$ cat config.mk
export PLATFORM = sky130hd
export DESIGN_NAME = rc4_stream_decrypt_top
export DESIGN_NICKNAME = d
export VERILOG_FILES = /design/src/hdl/rc4sd_pkg.sv /design/src/hdl/rc4sd_ram.sv /design/src/hdl/rc4sd_dp.sv /design/src/hdl/rc4sd_ctrl.sv /design/src/hdl/rc4_stream_decrypt_top.sv
export VERILOG_INCLUDE_DIRS = /design/src /design/src/hdl
export SDC_FILE = /design/constraint.sdc
export NUM_CORES = 2
export LEC_CHECK = 0
export BUFFER_PORTS_ARGS = -buffer_cell sky130_fd_sc_hd__buf_2
export CORE_MARGIN = 1.5
export CORE_UTILIZATION = 45
export CTS_BUF_LIST = sky130_fd_sc_hd__clkbuf_8
export DETAILED_ROUTE_END_ITERATION = 6
export SYNTH_ARGS = -nofsm -noshare
export SYNTH_HDL_FRONTEND = slang
export SYNTH_HIERARCHICAL = 1
export SYNTH_SLANG_ARGS = --single-unit
$ cat constraint.sdc
create_clock -name clk -period 16.65 [get_ports clk]
set_input_delay 2.4975 -clock clk [delete_from_list [all_inputs] [get_ports clk]]
set_output_delay 2.4975 -clock clk [all_outputs]
set_load 0.01 [all_outputs]
$ cat src/hdl/rc4_stream_decrypt_top_macros.svh
// Assertion macros shared by the RC4 stream decryptor modules.
// Each macro expects clk and rst_n to be visible where it is used.
`ifndef RC4_STREAM_DECRYPT_TOP_MACROS_SVH
`define RC4_STREAM_DECRYPT_TOP_MACROS_SVH

// Same-cycle implication, checked outside reset.
`define RC4SD_ASSERT_NOW(label, ante, cons, msg) \
  label: assert property (@(posedge clk) disable iff (!rst_n) (ante) |-> (cons)) \
    else $error(msg);

// Next-cycle implication, checked outside reset.
`define RC4SD_ASSERT_NEXT(label, ante, cons, msg) \
  label: assert property (@(posedge clk) disable iff (!rst_n) (ante) |=> (cons)) \
    else $error(msg);

`endif

$ cat src/hdl/rc4sd_pkg.sv
// Shared types and constants for the RC4 stream decryptor.
// No dependencies; rc4sd_dp, rc4sd_ctrl and the top module import this package.
`timescale 1ns / 1ps

package rc4sd_pkg;

  localparam int unsigned BYTE_W     = 8;
  localparam int unsigned PERM_DEPTH = 256;
  localparam int unsigned CFG_IDX_W  = 2;
  localparam int unsigned KEY_WORD_W = 64;
  localparam int unsigned KPOS_W     = 4;

  // Key lengths in bytes, written as the last key position used.
  localparam logic [KPOS_W-1:0] KPOS_LAST_40  = 4'd4;
  localparam logic [KPOS_W-1:0] KPOS_LAST_128 = 4'd15;

  // Configuration register indexes.
  localparam logic [CFG_IDX_W-1:0] REG_KEY_MODE      = 2'd0;
  localparam logic [CFG_IDX_W-1:0] REG_KEY_WORD_LOW  = 2'd1;
  localparam logic [CFG_IDX_W-1:0] REG_KEY_WORD_HIGH = 2'd2;

  localparam logic KEY_MODE_40  = 1'b0;
  localparam logic KEY_MODE_128 = 1'b1;

  typedef logic [BYTE_W-1:0] byte_t;

  typedef enum logic [3:0] {
    ST_IDLE,
    ST_FILL,
    ST_KRDK,
    ST_KRDJ,
    ST_KWRK,
    ST_KWRJ,
    ST_PRDI,
    ST_PRDJ,
    ST_PWRI,
    ST_PWRJ,
    ST_PRDK,
    ST_OUT
  } ctrl_state_t;

  typedef enum logic [3:0] {
    OP_NONE,
    OP_LOAD_IN,
    OP_FILL,
    OP_KSA_RD_K,
    OP_KSA_RD_J,
    OP_KSA_WR_K,
    OP_KSA_WR_J,
    OP_PRGA_RD_I,
    OP_PRGA_RD_J,
    OP_PRGA_WR_I,
    OP_PRGA_WR_J,
    OP_PRGA_RD_K,
    OP_OUT
  } dp_op_t;

  typedef struct packed {
    dp_op_t op;
  } dp_cmd_t;

  typedef struct packed {
    logic k_max;     // schedule counter at its last entry
    logic last;      // held word is the last of its message
    logic out_free;  // output register can take a word this cycle
  } dp_status_t;

endpackage

$ cat src/hdl/rc4sd_ram.sv
// Generic single-write, single-read RAM with registered read data.
// Standalone; used for the RC4 permutation table.
`timescale 1ns / 1ps

module rc4sd_ram #(
  parameter int unsigned WIDTH = 8,
  parameter int unsigned DEPTH = 256
) (
  input  logic                     clk,
  input  logic                     we,
  input  logic [$clog2(DEPTH)-1:0] waddr,
  input  logic [WIDTH-1:0]         wdata,
  input  logic                     re,
  input  logic [$clog2(DEPTH)-1:0] raddr,
  output logic [WIDTH-1:0]         rdata
);

  logic [WIDTH-1:0] mem [DEPTH];
  logic [WIDTH-1:0] rdata_r;

  always_ff @(posedge clk) begin
    if (we) begin
      mem[waddr] <= wdata;
    end
    if (re) begin
      rdata_r <= mem[raddr];
    end
  end

  assign rdata = rdata_r;

endmodule

$ cat src/hdl/rc4sd_dp.sv
// Datapath of the RC4 stream decryptor: key registers, indices, permutation RAM, output word.
// Depends on rc4sd_pkg and rc4sd_ram; driven by rc4sd_ctrl through a command struct.
`timescale 1ns / 1ps
`include "rc4_stream_decrypt_top_macros.svh"

module rc4sd_dp (
  input  logic                           clk,
  input  logic                           rst_n,
  input  rc4sd_pkg::dp_cmd_t             cmd,
  output rc4sd_pkg::dp_status_t          sts,
  input  logic [7:0]                     in_tdata,
  input  logic                           in_tlast,
  output logic                           out_tvalid,
  input  logic                           out_tready,
  output logic [7:0]                     out_tdata,
  output logic                           out_tlast,
  input  logic                           cfg_valid,
  input  logic [rc4sd_pkg::CFG_IDX_W-1:0] cfg_index,
  input  logic [63:0]                    cfg_data
);

  import rc4sd_pkg::*;

  logic                  key_mode_r;
  logic [KEY_WORD_W-1:0] key_low_r;
  logic [KEY_WORD_W-1:0] key_high_r;

  byte_t             i_r, i_nxt;
  byte_t             j_r, j_nxt;
  byte_t             k_r, k_nxt;
  logic [KPOS_W-1:0] kpos_r, kpos_nxt;
  byte_t             t_r, t_nxt;
  byte_t             u_r, u_nxt;
  byte_t             c_r;
  logic              last_r;
  logic              out_valid_r, out_valid_nxt;
  byte_t             out_data_r;
  logic              out_last_r;

  logic              ram_we, ram_re;
  byte_t             ram_waddr, ram_wdata, ram_raddr, ram_rdata;
  logic [2*KEY_WORD_W-1:0] key_all;
  byte_t             key_byte;
  logic [KPOS_W-1:0] kpos_last;

  assign key_all   = {key_high_r, key_low_r};
  assign key_byte  = key_all[{kpos_r, 3'b000} +: BYTE_W];
  assign kpos_last = (key_mode_r == KEY_MODE_128) ? KPOS_LAST_128 : KPOS_LAST_40;

  // Configuration registers; out-of-range indexes are dropped.
  always_ff @(posedge clk) begin
    if (!rst_n) begin
      key_mode_r <= 1'b0;
      key_low_r  <= '0;
      key_high_r <= '0;
    end else if (cfg_valid) begin
      case (cfg_index)
        REG_KEY_MODE:      key_mode_r <= cfg_data[0];
        REG_KEY_WORD_LOW:  key_low_r  <= cfg_data;
        REG_KEY_WORD_HIGH: key_high_r <= cfg_data;
        default: ;
      endcase
    end
  end

  always_comb begin
    i_nxt         = i_r;
    j_nxt         = j_r;
    k_nxt         = k_r;
    kpos_nxt      = kpos_r;
    t_nxt         = t_r;
    u_nxt         = u_r;
    ram_we        = 1'b0;
    ram_waddr     = k_r;
    ram_wdata     = ram_rdata;
    ram_re        = 1'b0;
    ram_raddr     = k_r;
    out_valid_nxt = out_valid_r && !out_tready;
    case (cmd.op)
      OP_FILL: begin
        ram_we    = 1'b1;
        ram_waddr = k_r;
        ram_wdata = k_r;
        k_nxt     = k_r + 8'd1;
        kpos_nxt  = '0;
        j_nxt     = '0;
      end
      OP_KSA_RD_K: begin
        ram_re    = 1'b1;
        ram_raddr = k_r;
      end
      OP_KSA_RD_J: begin
        t_nxt     = ram_rdata;
        j_nxt     = j_r + ram_rdata + key_byte;
        ram_re    = 1'b1;
        ram_raddr = j_nxt;
      end
      OP_KSA_WR_K: begin
        ram_we    = 1'b1;
        ram_waddr = k_r;
        ram_wdata = ram_rdata;
      end
      OP_KSA_WR_J: begin
        ram_we    = 1'b1;
        ram_waddr = j_r;
        ram_wdata = t_r;
        k_nxt     = k_r + 8'd1;
        kpos_nxt  = (kpos_r == kpos_last) ? '0 : kpos_r + 4'd1;
        // The keystream phase starts with both indices at zero.
        if (k_r == 8'hFF) begin
          i_nxt = '0;
          j_nxt = '0;
        end
      end
      OP_PRGA_RD_I: begin
        i_nxt     = i_r + 8'd1;
        ram_re    = 1'b1;
        ram_raddr = i_nxt;
      end
      OP_PRGA_RD_J: begin
        t_nxt     = ram_rdata;
        j_nxt     = j_r + ram_rdata;
        ram_re    = 1'b1;
        ram_raddr = j_nxt;
      end
      OP_PRGA_WR_I: begin
        u_nxt     = ram_rdata;
        ram_we    = 1'b1;
        ram_waddr = i_r;
        ram_wdata = ram_rdata;
      end
      OP_PRGA_WR_J: begin
        ram_we    = 1'b1;
        ram_waddr = j_r;
        ram_wdata = t_r;
      end
      OP_PRGA_RD_K: begin
        ram_re    = 1'b1;
        ram_raddr = t_r + u_r;
      end
      OP_OUT: begin
        out_valid_nxt = 1'b1;
      end
      default: ;
    endcase
  end

  always_ff @(posedge clk) begin
    if (!rst_n) begin
      i_r         <= '0;
      j_r         <= '0;
      k_r         <= '0;
      kpos_r      <= '0;
      out_valid_r <= 1'b0;
    end else begin
      i_r         <= i_nxt;
      j_r         <= j_nxt;
      k_r         <= k_nxt;
      kpos_r      <= kpos_nxt;
      out_valid_r <= out_valid_nxt;
    end
  end

  always_ff @(posedge clk) begin
    t_r <= t_nxt;
    u_r <= u_nxt;
    if (cmd.op == OP_LOAD_IN) begin
      c_r    <= in_tdata;
      last_r <= in_tlast;
    end
    if (cmd.op == OP_OUT) begin
      out_data_r <= c_r ^ ram_rdata;
      out_last_r <= last_r;
    end
  end

  rc4sd_ram #(
    .WIDTH(BYTE_W),
    .DEPTH(PERM_DEPTH)
  ) u_perm_ram (
    .clk  (clk),
    .we   (ram_we),
    .waddr(ram_waddr),
    .wdata(ram_wdata),
    .re   (ram_re),
    .raddr(ram_raddr),
    .rdata(ram_rdata)
  );

  assign sts.k_max    = (k_r == 8'hFF);
  assign sts.last     = last_r;
  assign sts.out_free = !out_valid_r || out_tready;

  assign out_tvalid = out_valid_r;
  assign out_tdata  = out_data_r;
  assign out_tlast  = out_last_r;

  `RC4SD_ASSERT_NOW(a_out_load_free, cmd.op == OP_OUT, !out_valid_r || out_tready, "output word overwritten while still pending")
  `RC4SD_ASSERT_NEXT(a_ksa_end_clear, cmd.op == OP_KSA_WR_J && k_r == 8'hFF, i_r == 8'd0 && j_r == 8'd0, "indices not cleared at end of key schedule")
  `RC4SD_ASSERT_NEXT(a_fill_clear, cmd.op == OP_FILL, kpos_r == 4'd0 && j_r == 8'd0, "key position or j not cleared during table fill")

endmodule

$ cat src/hdl/rc4sd_ctrl.sv
// Sequencer of the RC4 stream decryptor: table fill, key schedule and keystream steps.
// Depends on rc4sd_pkg; issues one datapath command per cycle to rc4sd_dp.
`timescale 1ns / 1ps
`include "rc4_stream_decrypt_top_macros.svh"

module rc4sd_ctrl (
  input  logic                  clk,
  input  logic                  rst_n,
  input  logic                  in_tvalid,
  output logic                  in_tready,
  output rc4sd_pkg::dp_cmd_t    cmd,
  input  rc4sd_pkg::dp_status_t sts
);

  import rc4sd_pkg::*;

  ctrl_state_t state_r, state_nxt;
  logic        need_sched_r, need_sched_nxt;

  always_ff @(posedge clk) begin
    if (!rst_n) begin
      state_r      <= ST_IDLE;
      need_sched_r <= 1'b1;
    end else begin
      state_r      <= state_nxt;
      need_sched_r <= need_sched_nxt;
    end
  end

  always_comb begin
    state_nxt      = state_r;
    need_sched_nxt = need_sched_r;
    cmd.op         = OP_NONE;
    in_tready      = 1'b0;
    case (state_r)
      ST_IDLE: begin
        in_tready = 1'b1;
        if (in_tvalid) begin
          cmd.op    = OP_LOAD_IN;
          state_nxt = need_sched_r ? ST_FILL : ST_PRDI;
        end
      end
      ST_FILL: begin
        cmd.op = OP_FILL;
        // The counter wraps back to zero, ready for the schedule proper.
        if (sts.k_max) begin
          state_nxt = ST_KRDK;
        end
      end
      ST_KRDK: begin
        cmd.op    = OP_KSA_RD_K;
        state_nxt = ST_KRDJ;
      end
      ST_KRDJ: begin
        cmd.op    = OP_KSA_RD_J;
        state_nxt = ST_KWRK;
      end
      ST_KWRK: begin
        cmd.op    = OP_KSA_WR_K;
        state_nxt = ST_KWRJ;
      end
      ST_KWRJ: begin
        cmd.op = OP_KSA_WR_J;
        if (sts.k_max) begin
          need_sched_nxt = 1'b0;
          state_nxt      = ST_PRDI;
        end else begin
          state_nxt = ST_KRDK;
        end
      end
      ST_PRDI: begin
        cmd.op    = OP_PRGA_RD_I;
        state_nxt = ST_PRDJ;
      end
      ST_PRDJ: begin
        cmd.op    = OP_PRGA_RD_J;
        state_nxt = ST_PWRI;
      end
      ST_PWRI: begin
        cmd.op    = OP_PRGA_WR_I;
        state_nxt = ST_PWRJ;
      end
      ST_PWRJ: begin
        cmd.op    = OP_PRGA_WR_J;
        state_nxt = ST_PRDK;
      end
      ST_PRDK: begin
        cmd.op    = OP_PRGA_RD_K;
        state_nxt = ST_OUT;
      end
      ST_OUT: begin
        if (sts.out_free) begin
          cmd.op         = OP_OUT;
          need_sched_nxt = sts.last;
          state_nxt      = ST_IDLE;
        end
      end
      default: begin
        state_nxt = ST_IDLE;
      end
    endcase
  end

  `RC4SD_ASSERT_NEXT(a_sched_start, in_tvalid && in_tready && need_sched_r, state_r == ST_FILL, "first word of a message did not start the key schedule")
  `RC4SD_ASSERT_NEXT(a_sched_done, state_r == ST_KWRJ && sts.k_max, state_r == ST_PRDI && !need_sched_r, "key schedule did not hand over to keystream")
  `RC4SD_ASSERT_NEXT(a_out_rekey, state_r == ST_OUT && sts.out_free, state_r == ST_IDLE && need_sched_r == $past(sts.last), "rekey flag does not follow the last marker")

endmodule

$ cat src/hdl/rc4_stream_decrypt_top.sv
// RC4 stream decryptor: a byte comes in on in_, a plain byte leaves on out_, cfg_ sets
// the key. Each accepted byte passes an accept step and six steps on the single-port-write
// permutation RAM: read i, read j, write i, write j, read keystream and load output, the
// last waiting while the output register is still full. The first byte after reset and
// the first byte after a byte with tlast wait first for a refill of all 256 table entries
// with the identity and for 256 key-schedule steps of a read of k, a read of j, a write
// of k and a write of j. The key registers are read during that schedule, so key writes
// made in mid-message apply to the next message. The finished byte sits in an output
// register, and the next byte is accepted while it waits. Configuration is always ready;
// writes to index 3 are ignored. Depends on rc4sd_pkg, rc4sd_ctrl, rc4sd_dp and rc4sd_ram.
`timescale 1ns / 1ps

module rc4_stream_decrypt_top (
  input  logic                            clk,
  input  logic                            rst_n,
  input  logic                            in_tvalid,
  output logic                            in_tready,
  input  logic [7:0]                      in_tdata,   // [7:0] cipher_byte
  input  logic                            in_tlast,   // last_byte
  output logic                            out_tvalid,
  input  logic                            out_tready,
  output logic [7:0]                      out_tdata,  // [7:0] plain_byte
  output logic                            out_tlast,  // last_out
  input  logic                            cfg_valid,
  output logic                            cfg_ready,
  input  logic [rc4sd_pkg::CFG_IDX_W-1:0] cfg_index,
  input  logic [63:0]                     cfg_data
);

  import rc4sd_pkg::*;

  dp_cmd_t    cmd;
  dp_status_t sts;

  assign cfg_ready = 1'b1;

  rc4sd_ctrl u_ctrl (
    .clk      (clk),
    .rst_n    (rst_n),
    .in_tvalid(in_tvalid),
    .in_tready(in_tready),
    .cmd      (cmd),
    .sts      (sts)
  );

  rc4sd_dp u_dp (
    .clk       (clk),
    .rst_n     (rst_n),
    .cmd       (cmd),
    .sts       (sts),
    .in_tdata  (in_tdata),
    .in_tlast  (in_tlast),
    .out_tvalid(out_tvalid),
    .out_tready(out_tready),
    .out_tdata (out_tdata),
    .out_tlast (out_tlast),
    .cfg_valid (cfg_valid),
    .cfg_index (cfg_index),
    .cfg_data  (cfg_data)
  );

endmodule
-- Word-level counts from Yosys, hierarchy flattened
Memories as Yosys holds them, arrays and structs flattened. A register that Yosys moved wholly into a read port is not among the register bits.
Cells that the tools add are included.
- register bits: 197
- RAM bits: 2048
- word-level logic and storage cells: 106
- memories: 1
- muxes and demuxes: 27
- shift operators: 1
- bitwise logic cells: 1
- equal/unequal tests: 32
- reduce and logical (&&, ||, !) cells: 22
- add/subtract/negate cells: 6
- memory list (memory ; depth ; width ; rd ports ; clocked after Yosys merged registers in ; wr ports ; RTL line ; RTL):
    u_dp.u_perm_ram.mem ; 256 ; 8 ; 1 ; 1 ; 1 ; rc4sd_ram.sv:18 ; logic [WIDTH-1:0] mem [DEPTH];
- operators by type and width (kind ; count):
    $shiftx A128 B8 Y8 ; 1
    $pmux W4 S12 ; 2
    $pmux W8 S4 ; 2
    $pmux W8 S2 ; 3
    $eq A4 B4 Y1 const B ; 9
    $eq A4 B3 Y1 const B ; 8
    $add A8 B8 Y8 ; 3
    $mux W4 ; 6
    $add A8 B1 Y8 const B ; 2
    $eq A4 B2 Y1 const B ; 4
    $ne A2 B2 Y1 const B ; 5
    $reduce_and A2 Y1 ; 5
    $reduce_or A5 Y1 ; 2
    $mux W1 ; 9
    $eq A4 B1 Y1 const B ; 2
    $eq A8 B8 Y1 const B ; 1
    $mux W8 ; 1
    $pmux W4 S2 ; 1
    $xor A8 B8 Y8 ; 1
    $mux W3 ; 2
    $reduce_and A3 Y1 ; 2
    $reduce_bool A2 Y1 ; 3
    $reduce_or A2 Y1 ; 3
    $add A4 B1 Y4 const B ; 1
    10 further kinds ; 11

-- Depth between registers and ports, before layout
- depth after elaboration: 9
- gate-level depth with buffers: 23
- gate-level depth less buffers: 21

-- By module
Netlist, hierarchy kept.
- modules (own cells, without submodules) (module ; area an instance (µm²) ; sequential area each (µm²) ; cells an instance ; instances):
    rc4sd_ram ; 79636.4 ; 61739.2 ; 3733 ; 1
    rc4sd_dp ; 9754.4 ; 4184.0 ; 1062 ; 1
    rc4sd_ctrl ; 483.0 ; 100.1 ; 49 ; 1
    rc4_stream_decrypt_top ; 11.3 ; 0.0 ; 2 ; 1

-- Worst setup path before layout
Ideal clock, no wire load.
- kind: input to register
- from: in out_tready
- to: mem u_dp.u_perm_ram.mem[0][0], data pin
- arrival time: 13.787 ns
- stages on the path: 7
- path slack: 0.676 ns
- cell sequence: nand2b_1 and3b_2 o22ai_1 buf_1 clkbuf_1 a21oi_1 o21ai_0
- RTL lines (element ; RTL line ; RTL):
    start, declared ; rc4_stream_decrypt_top.sv:21 ; input logic out_tready,
    end, declared ; rc4sd_ram.sv:18 ;

==> results.sh <==
export IMPL_viasPerCell=5.95
export IMPL_cts_num_sinks=2253
export IMPL_rsz0062_at_grt="false"
export IMPL_p_per_area_mw_per_mm2=129
export IMPL_fin_setup_tns_ns=0
export IMPL_worstSkewPairLatency_ns=1.05
export IMPL_routed_wl_mm=231
export IMPL_reg2reg_depth=17
export IMPL_syn_inst=4846
export IMPL_vias=47800
export IMPL_layout_commonest_cell="edfxtp_1"
export IMPL_post_route_period_util_pct=51.9
export IMPL_drtAntennaViolNets=0
export IMPL_crit_path_max_fanout=97
export IMPL_whs_endpoint="u_dp/key_high_r[19]"
export IMPL_synth_edff_count=2090
export IMPL_skew_ns=0.0645
export IMPL_r2r_slack_ns=8.66
export IMPL_drc=0
export IMPL_grt_max_degree=224
export IMPL_h_tree_depth=5
export IMPL_rows=163
export IMPL_hold_path_startpoint="u_dp/key_high_r[19]"
export IMPL_fin_nets=5227
export IMPL_io_buffers=90
export IMPL_hold_buffers=0
export IMPL_ir_worst_vdd_mv=0.103
export IMPL_critical_path_required_ns=17.39
export IMPL_yosys_warnings=6
export IMPL_drt_iter0_markers=5267
export IMPL_grt_pass1_vias=48100
export IMPL_die_width_um=450
export IMPL_r2r_start="u_dp/kpos_r[1]"
export IMPL_cts_tree="yes"
export IMPL_grt_overflow=0
export IMPL_synthesis_nets=4953
export IMPL_max_freq_ghz=0.116
export IMPL_async_reset_ff_share_pct=0
export IMPL_setup_viol=0
export IMPL_synth_cell_types=88
export IMPL_reg2reg_to="u_dp/u_perm_ram/rdata[7]"
export IMPL_yosysTopAreaCellShare_pct=69.8
export IMPL_ys_seq_elements=2253
export IMPL_fin_cells=8037
export IMPL_period_needed_ns=8.65
export IMPL_avgSynthCellArea_um2=18.5
export IMPL_crit_arrival_ns=9.38
export IMPL_postSynth_topFlopCell="edfxtp_1"
export IMPL_clk_path_buf_depth=4
export IMPL_cts_buffers=387
export IMPL_area_growth_pct=10.9
export IMPL_crit_path_end_kind="flip-flop"
export IMPL_track_usage_pct=22.6
export IMPL_synth_area_mm2=0.0899
export IMPL_synth_area_top_cells="edfxtp_1 70%, mux4_2 12%, dfxtp_1 3.6%"
export IMPL_num_io_pins=92
export IMPL_cp_start_kind="input pin"
export IMPL_dp_cells=7371
export IMPL_start_util_pct=45.4
export IMPL_dieArea_mm2=0.202
export IMPL_synth_seq_area_share_pct=73.5
export IMPL_hold_depth=2
export IMPL_grt_antenna_before_repair=6
export IMPL_coreArea_mm2=0.198
export IMPL_root_buffer="clkbuf_8"
export IMPL_slew_headroom_pct=6.39
export IMPL_drv_slew=0
export IMPL_tightest_slew_ns=1.40
export IMPL_critical_path_class="input pin to flip-flop"
export IMPL_p_leak_nw=30.7
export IMPL_yosysTopAreaCell="edfxtp_1"
export IMPL_maxCapViolations=0
export IMPL_die_y_um=450
export IMPL_min_path_type="flip-flop to flip-flop"
export IMPL_hpwl_mm=137
export IMPL_cts_setup_buffers=0
export IMPL_wl_per_cell_um=28.7
export IMPL_ctsResizeCount=0
export IMPL_mostFrequentLayoutCells="2,090 x edfxtp_1, 491 x mux4_2, 404 x clkbuf_8"
export IMPL_dr_pass1_iters=5
export IMPL_grt_pass1_wl_mm=335
export IMPL_final_hold_violation_count=0
export IMPL_status="finished clean"
export IMPL_path_clk_slew_ns=0.05
export IMPL_drive_above_1_share_pct=21.8
export IMPL_finalWeightedCongestion=0.830
[metal layers]
metal | vias to the layer above | part of all wire [%] | routed length, um | GRT usage [%]
met1 | 25200 | 42 | 97300 | 32.1
met3 | 371 | 8.3 | 19100 | 4.97
met2 | 1992 | 47 | 109000 | 35.1
li1 | 20200 | - | - | -
met4 | 0 | 2.6 | 6050 | 6.80
met5 | - | 0 | 0 | 0
[kinds of logic after synthesis]
group	count (synthesis)	synth area share (%)
AO/OA/AOI/OAI	662	5.20
AND/OR/NAND/NOR	903	4.43
other	1	0.00417
multiplexers	642	14.1
adder cells (fa/ha/maj)	27	0.401
flip-flops	2253	73.5
buffers and inverters	318	2.02
XOR/XNOR	40	0.398
[worst max-delay path: stages]
cell and delay (ns):
buf_2 0.09, nand2b_1 0.19, o21ai_0 0.18, o22ai_1 0.18, inv_1 0.70, nor2_1 0.25, o211ai_1 0.57, a222oi_1 0.27
nand2_4 0.45, buf_4 0.55, buf_12 0.50, buf_4 0.71, mux4_2 0.42, a22oi_1 0.35, a21oi_1 0.21, nor4_1 0.93
nor4_1 0.11
[through the flow]
step                hold WS [ns]  total power [mW]  util, %  area, um^2  setup slack [ns]
finish                     0.460              12.9     50.4       99700              8.00
floorplan                  0.428              8.34        -       89900             0.676
detailed placement         0.452              8.54     47.0       93000              7.05
CTS                        0.465              13.0     50.4       99700              8.18
global route               0.480              13.3     50.4       99700              7.55
global placement           0.450              8.50     47.0       93000              7.02
[how the worst max path moves through the flow]
| stage | startpoint | endpoint | slack [ns] | cells after the start |
|---|---|---|---|---|
| 3_5_place_dp | out_tready | u_dp/u_perm_ram/rdata[4] | 7.05 | 17 |
| 2_1_floorplan | out_tready | u_dp/u_perm_ram/mem[0][0] | 0.68 | 7 |
| 3_3_place_gp | out_tready | u_dp/u_perm_ram/rdata[5] | 7.02 | 17 |
| 6_report | out_tready | u_dp/u_perm_ram/rdata[7] | 8.00 | 17 |
| 4_1_cts | out_tready | u_dp/u_perm_ram/rdata[4] | 8.18 | 17 |
| 5_1_grt | out_tready | u_dp/u_perm_ram/rdata[7] | 7.55 | 17 |
[cell usage after synthesis (8+ instances only)]
cell type / number
nor2_1: 326
nor3b_1: 10
mux2i_1: 144
mux4_2: 491
buf_6: 24
a22o_1: 8
nand2b_1: 16
nand4_1: 13
o21ai_0: 37
a22oi_1: 148
a21oi_1: 141
a221oi_1: 16
edfxtp_1: 2090
o22ai_1: 30
a211oi_1: 20
nor3_1: 24
xor2_1: 20
nor4_1: 26
and2_1: 19
buf_12: 9
nand3_1: 43
o221ai_1: 46
nor2b_1: 42
xnor2_1: 19
a21boi_0: 140
buf_2: 34
o211ai_1: 15
dfxtp_1: 163
nand2_1: 341
ha_1: 24
buf_4: 29
and3_1: 9
clkbuf_1: 168
inv_1: 14
buf_1: 26
buf_8: 13
[area by class of cell]
class | instances | area (um^2)
Antenna cell | 5 | 12.5
Tap cell | 2640 | 3300
Fill cell | 16200 | 98100
Clock buffer | 404 | 5560
Inverter | 15 | 56.3
Clock inverter | 257 | 1140
Sequential cell | 2253 | 66000
Multi-Input combinational cell | 2275 | 22300
Timing Repair Buffer | 188 | 1340
[registers in the layout, indices dropped and copies added (netlist names), 4 cells and up]
register	flops
u_dp/i_r	8
u_dp/k_r	8
u_dp/u_perm_ram/mem	2048
u_dp/kpos_r	4
u_ctrl/state_r	4
u_dp/out_tdata	8
u_dp/c_r	8
u_dp/t_r	8
u_dp/key_low_r	64
u_dp/j_r	8
u_dp/key_high_r	64
u_dp/u_perm_ram/rdata	8
u_dp/u_r	8
[power breakdown]
group          switching [mW]  leakage [nW]  internal, mW
logic                    1.11          6.60         0.547
clock network            2.18          3.87          2.28
registers              0.0444          20.2          6.71
total                    3.33          30.7          9.54
(Power assumes the default switching activity.)
